$ cat src/design/dlfb_pkg.sv
`default_nettype none

package dlfb_pkg;

  // Default frame geometry
  localparam int DISPLAY_WIDTH_DEF = 128;
  localparam int DISPLAY_PAGES_DEF = 4;

  // Label layout
  localparam int DIGIT_COUNT = 5;
  localparam int FONT_COLS   = 5;
  localparam int ZOOM        = 2;
  localparam int GAP         = 2;
  localparam int CELL        = FONT_COLS * ZOOM + GAP;
  localparam int LABEL_SPAN  = DIGIT_COUNT * FONT_COLS * ZOOM + (DIGIT_COUNT - 1) * GAP;

  localparam logic [15:0] ANGLE_MAX = 16'd16383;
  localparam logic [3:0]  GLYPH_DASH = 4'd10;

  // Division by a place value: q = (angle * recip) >> RECIP_SHIFT
  localparam int RECIP_SHIFT = 27;
  // Division by ten of the quotient: q10 = (q * TEN_RECIP) >> TEN_SHIFT
  localparam logic [16:0] TEN_RECIP = 17'd52429;
  localparam int TEN_SHIFT = 19;

  typedef struct packed {
    logic       hit;    // pixel column lies on a glyph column
    logic       dash;   // show dashes instead of digits
    logic [2:0] fcol;   // font column 0..4
    logic [1:0] page;
  } dlfb_tag_t;

  // Reciprocal of the place value for digit position 0 (ten thousands) .. 4 (units)
  function automatic logic [27:0] place_recip(input logic [2:0] pos);
    logic [27:0] r;
    unique case (pos)
      3'd0:    r = 28'd13422;
      3'd1:    r = 28'd134218;
      3'd2:    r = 28'd1342178;
      3'd3:    r = 28'd13421773;
      3'd4:    r = 28'd134217728;
      default: r = 28'd0;
    endcase
    return r;
  endfunction

  // One column of the 5x7 font, bit 0 is the top font row
  function automatic logic [7:0] font_column(input logic [3:0] glyph, input logic [2:0] col);
    logic [39:0] cols;
    logic [7:0]  c;
    unique case (glyph)
      4'd0:    cols = {8'h3E, 8'h45, 8'h49, 8'h51, 8'h3E};
      4'd1:    cols = {8'h00, 8'h40, 8'h7F, 8'h42, 8'h00};
      4'd2:    cols = {8'h46, 8'h49, 8'h51, 8'h61, 8'h42};
      4'd3:    cols = {8'h31, 8'h4B, 8'h45, 8'h41, 8'h21};
      4'd4:    cols = {8'h10, 8'h7F, 8'h12, 8'h14, 8'h18};
      4'd5:    cols = {8'h39, 8'h45, 8'h45, 8'h45, 8'h27};
      4'd6:    cols = {8'h30, 8'h49, 8'h49, 8'h4A, 8'h3C};
      4'd7:    cols = {8'h03, 8'h05, 8'h09, 8'h71, 8'h01};
      4'd8:    cols = {8'h36, 8'h49, 8'h49, 8'h49, 8'h36};
      4'd9:    cols = {8'h1E, 8'h29, 8'h49, 8'h49, 8'h06};
      4'd10:   cols = {8'h08, 8'h08, 8'h08, 8'h08, 8'h08};
      default: cols = 40'd0;
    endcase
    unique case (col)
      3'd0:    c = cols[7:0];
      3'd1:    c = cols[15:8];
      3'd2:    c = cols[23:16];
      3'd3:    c = cols[31:24];
      3'd4:    c = cols[39:32];
      default: c = 8'd0;
    endcase
    return c;
  endfunction

endpackage

`default_nettype wire

$ cat src/design/dlfb_locate.sv
`default_nettype none

module dlfb_locate #(
  parameter int DISPLAY_WIDTH = dlfb_pkg::DISPLAY_WIDTH_DEF,
  parameter int DISPLAY_PAGES = dlfb_pkg::DISPLAY_PAGES_DEF
) (
  input  wire logic               clk,
  input  wire logic               rst,
  input  wire logic               in_valid,
  input  wire logic [15:0]        angle,
  input  wire logic               reading_ok,
  input  wire logic [1:0]         page,
  input  wire logic [6:0]         column,
  output      logic               valid,
  output      logic [13:0]        quot,
  output      dlfb_pkg::dlfb_tag_t tag
);
  import dlfb_pkg::*;

  localparam logic [8:0] WIDTH_W = 9'(DISPLAY_WIDTH);
  localparam logic [3:0] PAGES_W = 4'(DISPLAY_PAGES);
  localparam logic [8:0] LEFT    = 9'((DISPLAY_WIDTH - LABEL_SPAN) / 2);
  localparam logic [8:0] RIGHT   = 9'((DISPLAY_WIDTH - LABEL_SPAN) / 2 + LABEL_SPAN);
  localparam logic [5:0] CELL_W  = 6'(CELL);
  localparam logic [5:0] GLYPH_W = 6'(FONT_COLS * ZOOM);

  logic [8:0]  col9;
  logic        in_label;
  logic [5:0]  rel;
  logic [2:0]  pos;
  logic [5:0]  offset;
  logic [41:0] prod;
  dlfb_tag_t   tag_next;

  always_comb begin
    col9     = {2'b00, column};
    in_label = (col9 < WIDTH_W) && (col9 >= LEFT) && (col9 < RIGHT)
               && ({2'b00, page} < PAGES_W);
    rel      = 6'(col9 - LEFT);
    // split the label column into digit cell and offset within the cell
    priority if (rel >= 6'(4 * CELL)) begin
      pos = 3'd4;
    end else if (rel >= 6'(3 * CELL)) begin
      pos = 3'd3;
    end else if (rel >= 6'(2 * CELL)) begin
      pos = 3'd2;
    end else if (rel >= CELL_W) begin
      pos = 3'd1;
    end else begin
      pos = 3'd0;
    end
    offset = 6'(rel - 6'(pos * CELL_W));

    tag_next.hit  = in_label && (offset < GLYPH_W);
    tag_next.dash = !reading_ok || (angle > ANGLE_MAX);
    tag_next.fcol = offset[3:1];
    tag_next.page = page;

    prod = {28'd0, angle[13:0]} * {14'd0, place_recip(pos)};
  end

  always_ff @(posedge clk) begin
    if (rst) begin
      valid <= 1'b0;
    end else begin
      valid <= in_valid;
    end
  end

  always_ff @(posedge clk) begin
    quot <= prod[RECIP_SHIFT +: 14];
    tag  <= tag_next;
  end

endmodule

`default_nettype wire

$ cat src/design/dlfb_digit.sv
`default_nettype none

module dlfb_digit (
  input  wire logic                clk,
  input  wire logic                rst,
  input  wire logic                in_valid,
  input  wire logic [13:0]         quot,
  input  wire dlfb_pkg::dlfb_tag_t in_tag,
  output      logic                valid,
  output      logic [3:0]          quot_lo,
  output      logic [3:0]          tens_lo,
  output      dlfb_pkg::dlfb_tag_t tag
);
  import dlfb_pkg::*;

  logic [30:0] prod;

  // only the low nibbles matter for quot - 10 * (quot / 10)
  assign prod = {17'd0, quot} * {14'd0, TEN_RECIP};

  always_ff @(posedge clk) begin
    if (rst) begin
      valid <= 1'b0;
    end else begin
      valid <= in_valid;
    end
  end

  always_ff @(posedge clk) begin
    quot_lo <= quot[3:0];
    tens_lo <= prod[TEN_SHIFT +: 4];
    tag     <= in_tag;
  end

endmodule

`default_nettype wire

$ cat src/design/dlfb_glyph.sv
`default_nettype none

module dlfb_glyph (
  input  wire logic                clk,
  input  wire logic                rst,
  input  wire logic                in_valid,
  input  wire logic [3:0]          quot_lo,
  input  wire logic [3:0]          tens_lo,
  input  wire dlfb_pkg::dlfb_tag_t in_tag,
  output      logic                done,
  output      logic [7:0]          frame_byte
);
  import dlfb_pkg::*;

  logic [3:0] digit;
  logic [3:0] glyph;
  logic [7:0] bits;
  logic [4:0] y;
  logic [3:0] row;
  logic [7:0] byte_next;

  always_comb begin
    digit = quot_lo - ({tens_lo[0], 3'b000} + {tens_lo[2:0], 1'b0});
    glyph = in_tag.dash ? GLYPH_DASH : digit;
    bits  = font_column(glyph, in_tag.fcol);
    y     = 5'd0;
    row   = 4'd0;
    byte_next = 8'd0;
    // each font row covers two pixel rows, starting one row down
    for (int b = 0; b < 8; b++) begin
      y   = {in_tag.page, 3'(b)};
      row = 4'((y - 5'd1) >> 1);
      byte_next[b] = in_tag.hit && (y != 5'd0) && (row < 4'd7) && bits[row[2:0]];
    end
  end

  always_ff @(posedge clk) begin
    if (rst) begin
      done <= 1'b0;
    end else begin
      done <= in_valid;
    end
  end

  always_ff @(posedge clk) begin
    frame_byte <= byte_next;
  end

endmodule

`default_nettype wire

$ cat src/design/decimal_label_frame_byte_render.sv
`default_nettype none

// Channel   Handshake       Payload                              Direction
// -------   -------------   ----------------------------------   ---------
// request   start / busy    angle, reading_ok, page, column      in
// result    done (strobe)   frame_byte                           out
//
// One item enters per cycle; every item gives exactly one result.
// The stages are the input register, column decode with place-value
// divide multiplier, divide-by-ten multiplier, font lookup and row render.
// rst is synchronous; busy follows rst, so nothing is taken during reset,
// and reset drops every item in flight.
// The receiver cannot stall: done pulses for one cycle per result.

module decimal_label_frame_byte_render #(
  parameter int DISPLAY_WIDTH = dlfb_pkg::DISPLAY_WIDTH_DEF,
  parameter int DISPLAY_PAGES = dlfb_pkg::DISPLAY_PAGES_DEF
) (
  input  wire logic        clk,
  input  wire logic        rst,
  input  wire logic        start,
  output      logic        busy,
  input  wire logic [15:0] angle,
  input  wire logic        reading_ok,
  input  wire logic [1:0]  page,
  input  wire logic [6:0]  column,
  output      logic        done,
  output      logic [7:0]  frame_byte
);
  import dlfb_pkg::*;

  // input register
  logic        in_valid;
  logic [15:0] in_angle;
  logic        in_ok;
  logic [1:0]  in_page;
  logic [6:0]  in_column;

  // stage outputs
  logic        loc_valid;
  logic [13:0] loc_quot;
  dlfb_tag_t   loc_tag;
  logic        dig_valid;
  logic [3:0]  dig_quot_lo;
  logic [3:0]  dig_tens_lo;
  dlfb_tag_t   dig_tag;

  // hold off requests only while reset is applied
  assign busy = rst;

  always_ff @(posedge clk) begin
    if (rst) begin
      in_valid <= 1'b0;
    end else begin
      in_valid <= start;
    end
  end

  // capture the item; payload needs no reset
  always_ff @(posedge clk) begin
    in_angle  <= angle;
    in_ok     <= reading_ok;
    in_page   <= page;
    in_column <= column;
  end

  // decode the column and divide the angle by the digit's place value
  dlfb_locate #(
    .DISPLAY_WIDTH(DISPLAY_WIDTH),
    .DISPLAY_PAGES(DISPLAY_PAGES)
  ) u_locate (
    .clk        (clk),
    .rst        (rst),
    .in_valid   (in_valid),
    .angle      (in_angle),
    .reading_ok (in_ok),
    .page       (in_page),
    .column     (in_column),
    .valid      (loc_valid),
    .quot       (loc_quot),
    .tag        (loc_tag)
  );

  // advance the quotient through the divide by ten
  dlfb_digit u_digit (
    .clk      (clk),
    .rst      (rst),
    .in_valid (loc_valid),
    .quot     (loc_quot),
    .in_tag   (loc_tag),
    .valid    (dig_valid),
    .quot_lo  (dig_quot_lo),
    .tens_lo  (dig_tens_lo),
    .tag      (dig_tag)
  );

  // form the digit, look up the font column and scale rows into the page
  dlfb_glyph u_glyph (
    .clk        (clk),
    .rst        (rst),
    .in_valid   (dig_valid),
    .quot_lo    (dig_quot_lo),
    .tens_lo    (dig_tens_lo),
    .in_tag     (dig_tag),
    .done       (done),
    .frame_byte (frame_byte)
  );

  // every accepted item gives its result after the input register, locate, digit and glyph stages
  a_latency: assert property (@(posedge clk) disable iff (rst)
    (start && !busy) |-> ##4 done)
    else $error("accepted item lost its result");

  a_no_phantom: assert property (@(posedge clk) disable iff (rst)
    done |-> $past(start && !busy, 4))
    else $error("result without an accepted item");

  // the label occupies pixel rows 1..14 only
  a_top_row: assert property (@(posedge clk) disable iff (rst)
    (done && $past(page, 4) == 2'd0) |-> !frame_byte[0])
    else $error("top pixel row drawn");

  a_low_pages: assert property (@(posedge clk) disable iff (rst)
    (done && $past(page[1], 4)) |-> (frame_byte == 8'd0))
    else $error("pixels below the label");

  // a dash lights only font row three, which is pixel rows 7 and 8
  a_dash_page0: assert property (@(posedge clk) disable iff (rst)
    (done && $past(!reading_ok && page == 2'd0, 4))
    |-> (frame_byte == 8'h00 || frame_byte == 8'h80))
    else $error("dash drawn at wrong rows");

endmodule

`default_nettype wire

$ cat config.mk
export PLATFORM = sky130hd
export DESIGN_NAME = decimal_label_frame_byte_render
export DESIGN_NICKNAME = d
export VERILOG_FILES = /design/src/design/dlfb_pkg.sv /design/src/design/dlfb_locate.sv /design/src/design/dlfb_digit.sv /design/src/design/dlfb_glyph.sv /design/src/design/decimal_label_frame_byte_render.sv
export SDC_FILE = /design/constraint.sdc
export NUM_CORES = 1
export LEC_CHECK = 0
export ABC_CLOCK_PERIOD_IN_PS = 15500
export BUFFER_PORTS_ARGS = -buffer_cell sky130_fd_sc_hd__buf_2
export CELL_PAD_IN_SITES_DETAIL_PLACEMENT = 0
export CELL_PAD_IN_SITES_GLOBAL_PLACEMENT = 1
export CORE_ASPECT_RATIO = 0.75
export CORE_UTILIZATION = 45
export DETAILED_ROUTE_END_ITERATION = 8
export PLACE_DENSITY = 0.76
export SLEW_MARGIN = 20
export SYNTH_ARGS = -nofsm -noshare
export SYNTH_HDL_FRONTEND = slang
export SYNTH_HIERARCHICAL = 1
export SYNTH_SLANG_ARGS = --single-unit
$ cat constraint.sdc
create_clock -name clk -period 15.5 [get_ports clk]
set_clock_uncertainty 0.05 [all_clocks]
set_input_delay 3.1 -clock clk [delete_from_list [all_inputs] [get_ports clk]]
set_output_delay 3.1 -clock clk [all_outputs]
set_load 0.005 [all_outputs]
==> flow_summary.toml <==
[global_routing]
grt_overflow_total = 0
grt_use_total = 0.238
grt_max_degree = 58
grt_pass1_vias = 11200
antenna_found_initial = 0
grt_pass1_wl_mm = 63.3

[timing]
setup-tns-final_ns = 0
relSlewSlack = 0.475
min_period_ns = 8.81
rsz0062_at_grt = "no"
timing.fmax_mhz = 113
maxSlewViolCount = 0
worst_slew_pin_slew_ns = 0.785
period_share = 0.569
setup_viol = 0
finalHoldViolCount = 0

[worst_setup_path]
crit_fanout = 16
setup.worst_path.end_class = "flop"
required_ns = 15.65
crit_top_cell = "fa_1"
criticalPathCategory = "flop to flop"
slowest_stage = "fa_1"
cp-start-kind = "flop"
cp.arrival_ns = 8.96
cpPeakStageDelay_ns = 0.58

[placement]
dp_hpwl_mm = 33.4
io_buffers = 38
gp_congestion = 0.956

[synthesis]
synth_cells = 1647
syn_area_per_cell_um2 = 9.27
yosys_warnings = 6
syn_area_um2 = 15300
synth_nets = 2195

[clocking]
htreeDepth = 3
clock_sinks = 70
hold_buffers = 0
ctsResizeCount = 0
cts_tree = "done"
ctsRootBufferMaster = "clkbuf_16"
clk_latency_ns = 0.35
numCtsBuffers = 9
clock_path_buffers = 2
clk_pin_slew_worst_paths_ns = 0.07
post_cts_buffers = 0

[die]
die_w_um = 215
io_pins = 39
initial_core_util = 0.456
core_area_um2 = 33500
die_h_um = 161
rows = 58
dieArea_um2 = 34700

[cells_and_area]
final_common_cell = "inv_1"
final_cell_mix = "inv_1, fa_1, ha_1"
drive_gt1_frac = 0.0508
layout.nets = 2198
area_growth_pct = 5.89
antenna_cells = 0

[detailed_routing]
avgRoutedWirePerCell_um = 18.6
ant_nets = 0
dr.pass1.iters = 6
dr_total_vias = 11000
viasPerCell = 5.24
route.detailed.drc = 0
drtIter0Drc = 1067
routed_wl_mm = 39.1

[job]
max-cap-violations = 0

[min_path]
hold_path.class = "flop to flop"

[run_status]
outcome = "finished clean"
final timing paths:
path | startpoint | slack (ns) | depth (start not counted) | to
max | in_column[1] | 6.69 | 29 | u_locate/quot[13]
max reg2reg | in_column[1] | 6.69 | 29 | u_locate/quot[13]
min reg2reg | u_locate/tag[1] | 0.28 | 0 | u_digit/tag[1]
min | u_locate/tag[1] | 0.28 | 0 | u_digit/tag[1]
worst max-delay path, delay by kind of cell (launching register included):
| family | cells | cell delay, ns |
|---|---|---|
| adder cells (fa/ha/maj) | 9 | 4.44 |
| flip-flops | 1 | 0.38 |
| buffers and inverters | 5 | 0.31 |
| AO/OA/AOI/OAI | 10 | 2.20 |
| AND/OR/NAND/NOR | 5 | 1.28 |
sequential cells by signal, summed over array words and instances, names as in the netlist, 2 cells and up:
register            cells
in_angle               16
u_locate/quot          14
in_column               7
u_digit/tag             7
u_locate/tag            7
u_glyph/frame_byte      5
u_digit/quot_lo         4
u_digit/tens_lo         3
in_page                 2
through the flow:
stage	cells	util	instance area (µm²)	hold WS, ns	setup WS (ns)
2_1_floorplan	1647	-	15300	0.260	7.75
3_3_place_gp	2089	0.473	15800	0.262	6.93
3_5_place_dp	2089	0.473	15800	0.262	6.82
4_1_cts	2105	0.483	16200	0.282	6.74
5_1_grt	2105	0.483	16200	0.283	6.12
6_report	2105	0.483	16200	0.278	6.69
layout make-up:
type | count | area, µm²
timing repair buffer | 43 | 228
tap | 450 | 563
fill | 3211 | 17300
clock inverter | 7 | 105
inverter | 431 | 1620
multi-input combinational | 1095 | 12000
sequential | 70 | 1400
clock buffer | 9 | 225
metal layers:
metal / GRT usage / wire [µm] / vias up
li1: - / - / 5191
met1: 0.375 / 19500 / 5384
met2: 0.316 / 15000 / 439
met3: 0.0810 / 4350 / 25
met4: 0.0256 / 280 / 0
met5: 0 / 0 / -
Power is left out: the tool's default activity adds up to more than one toggle a clock period on the data nets, which glitch-free logic cannot reach.
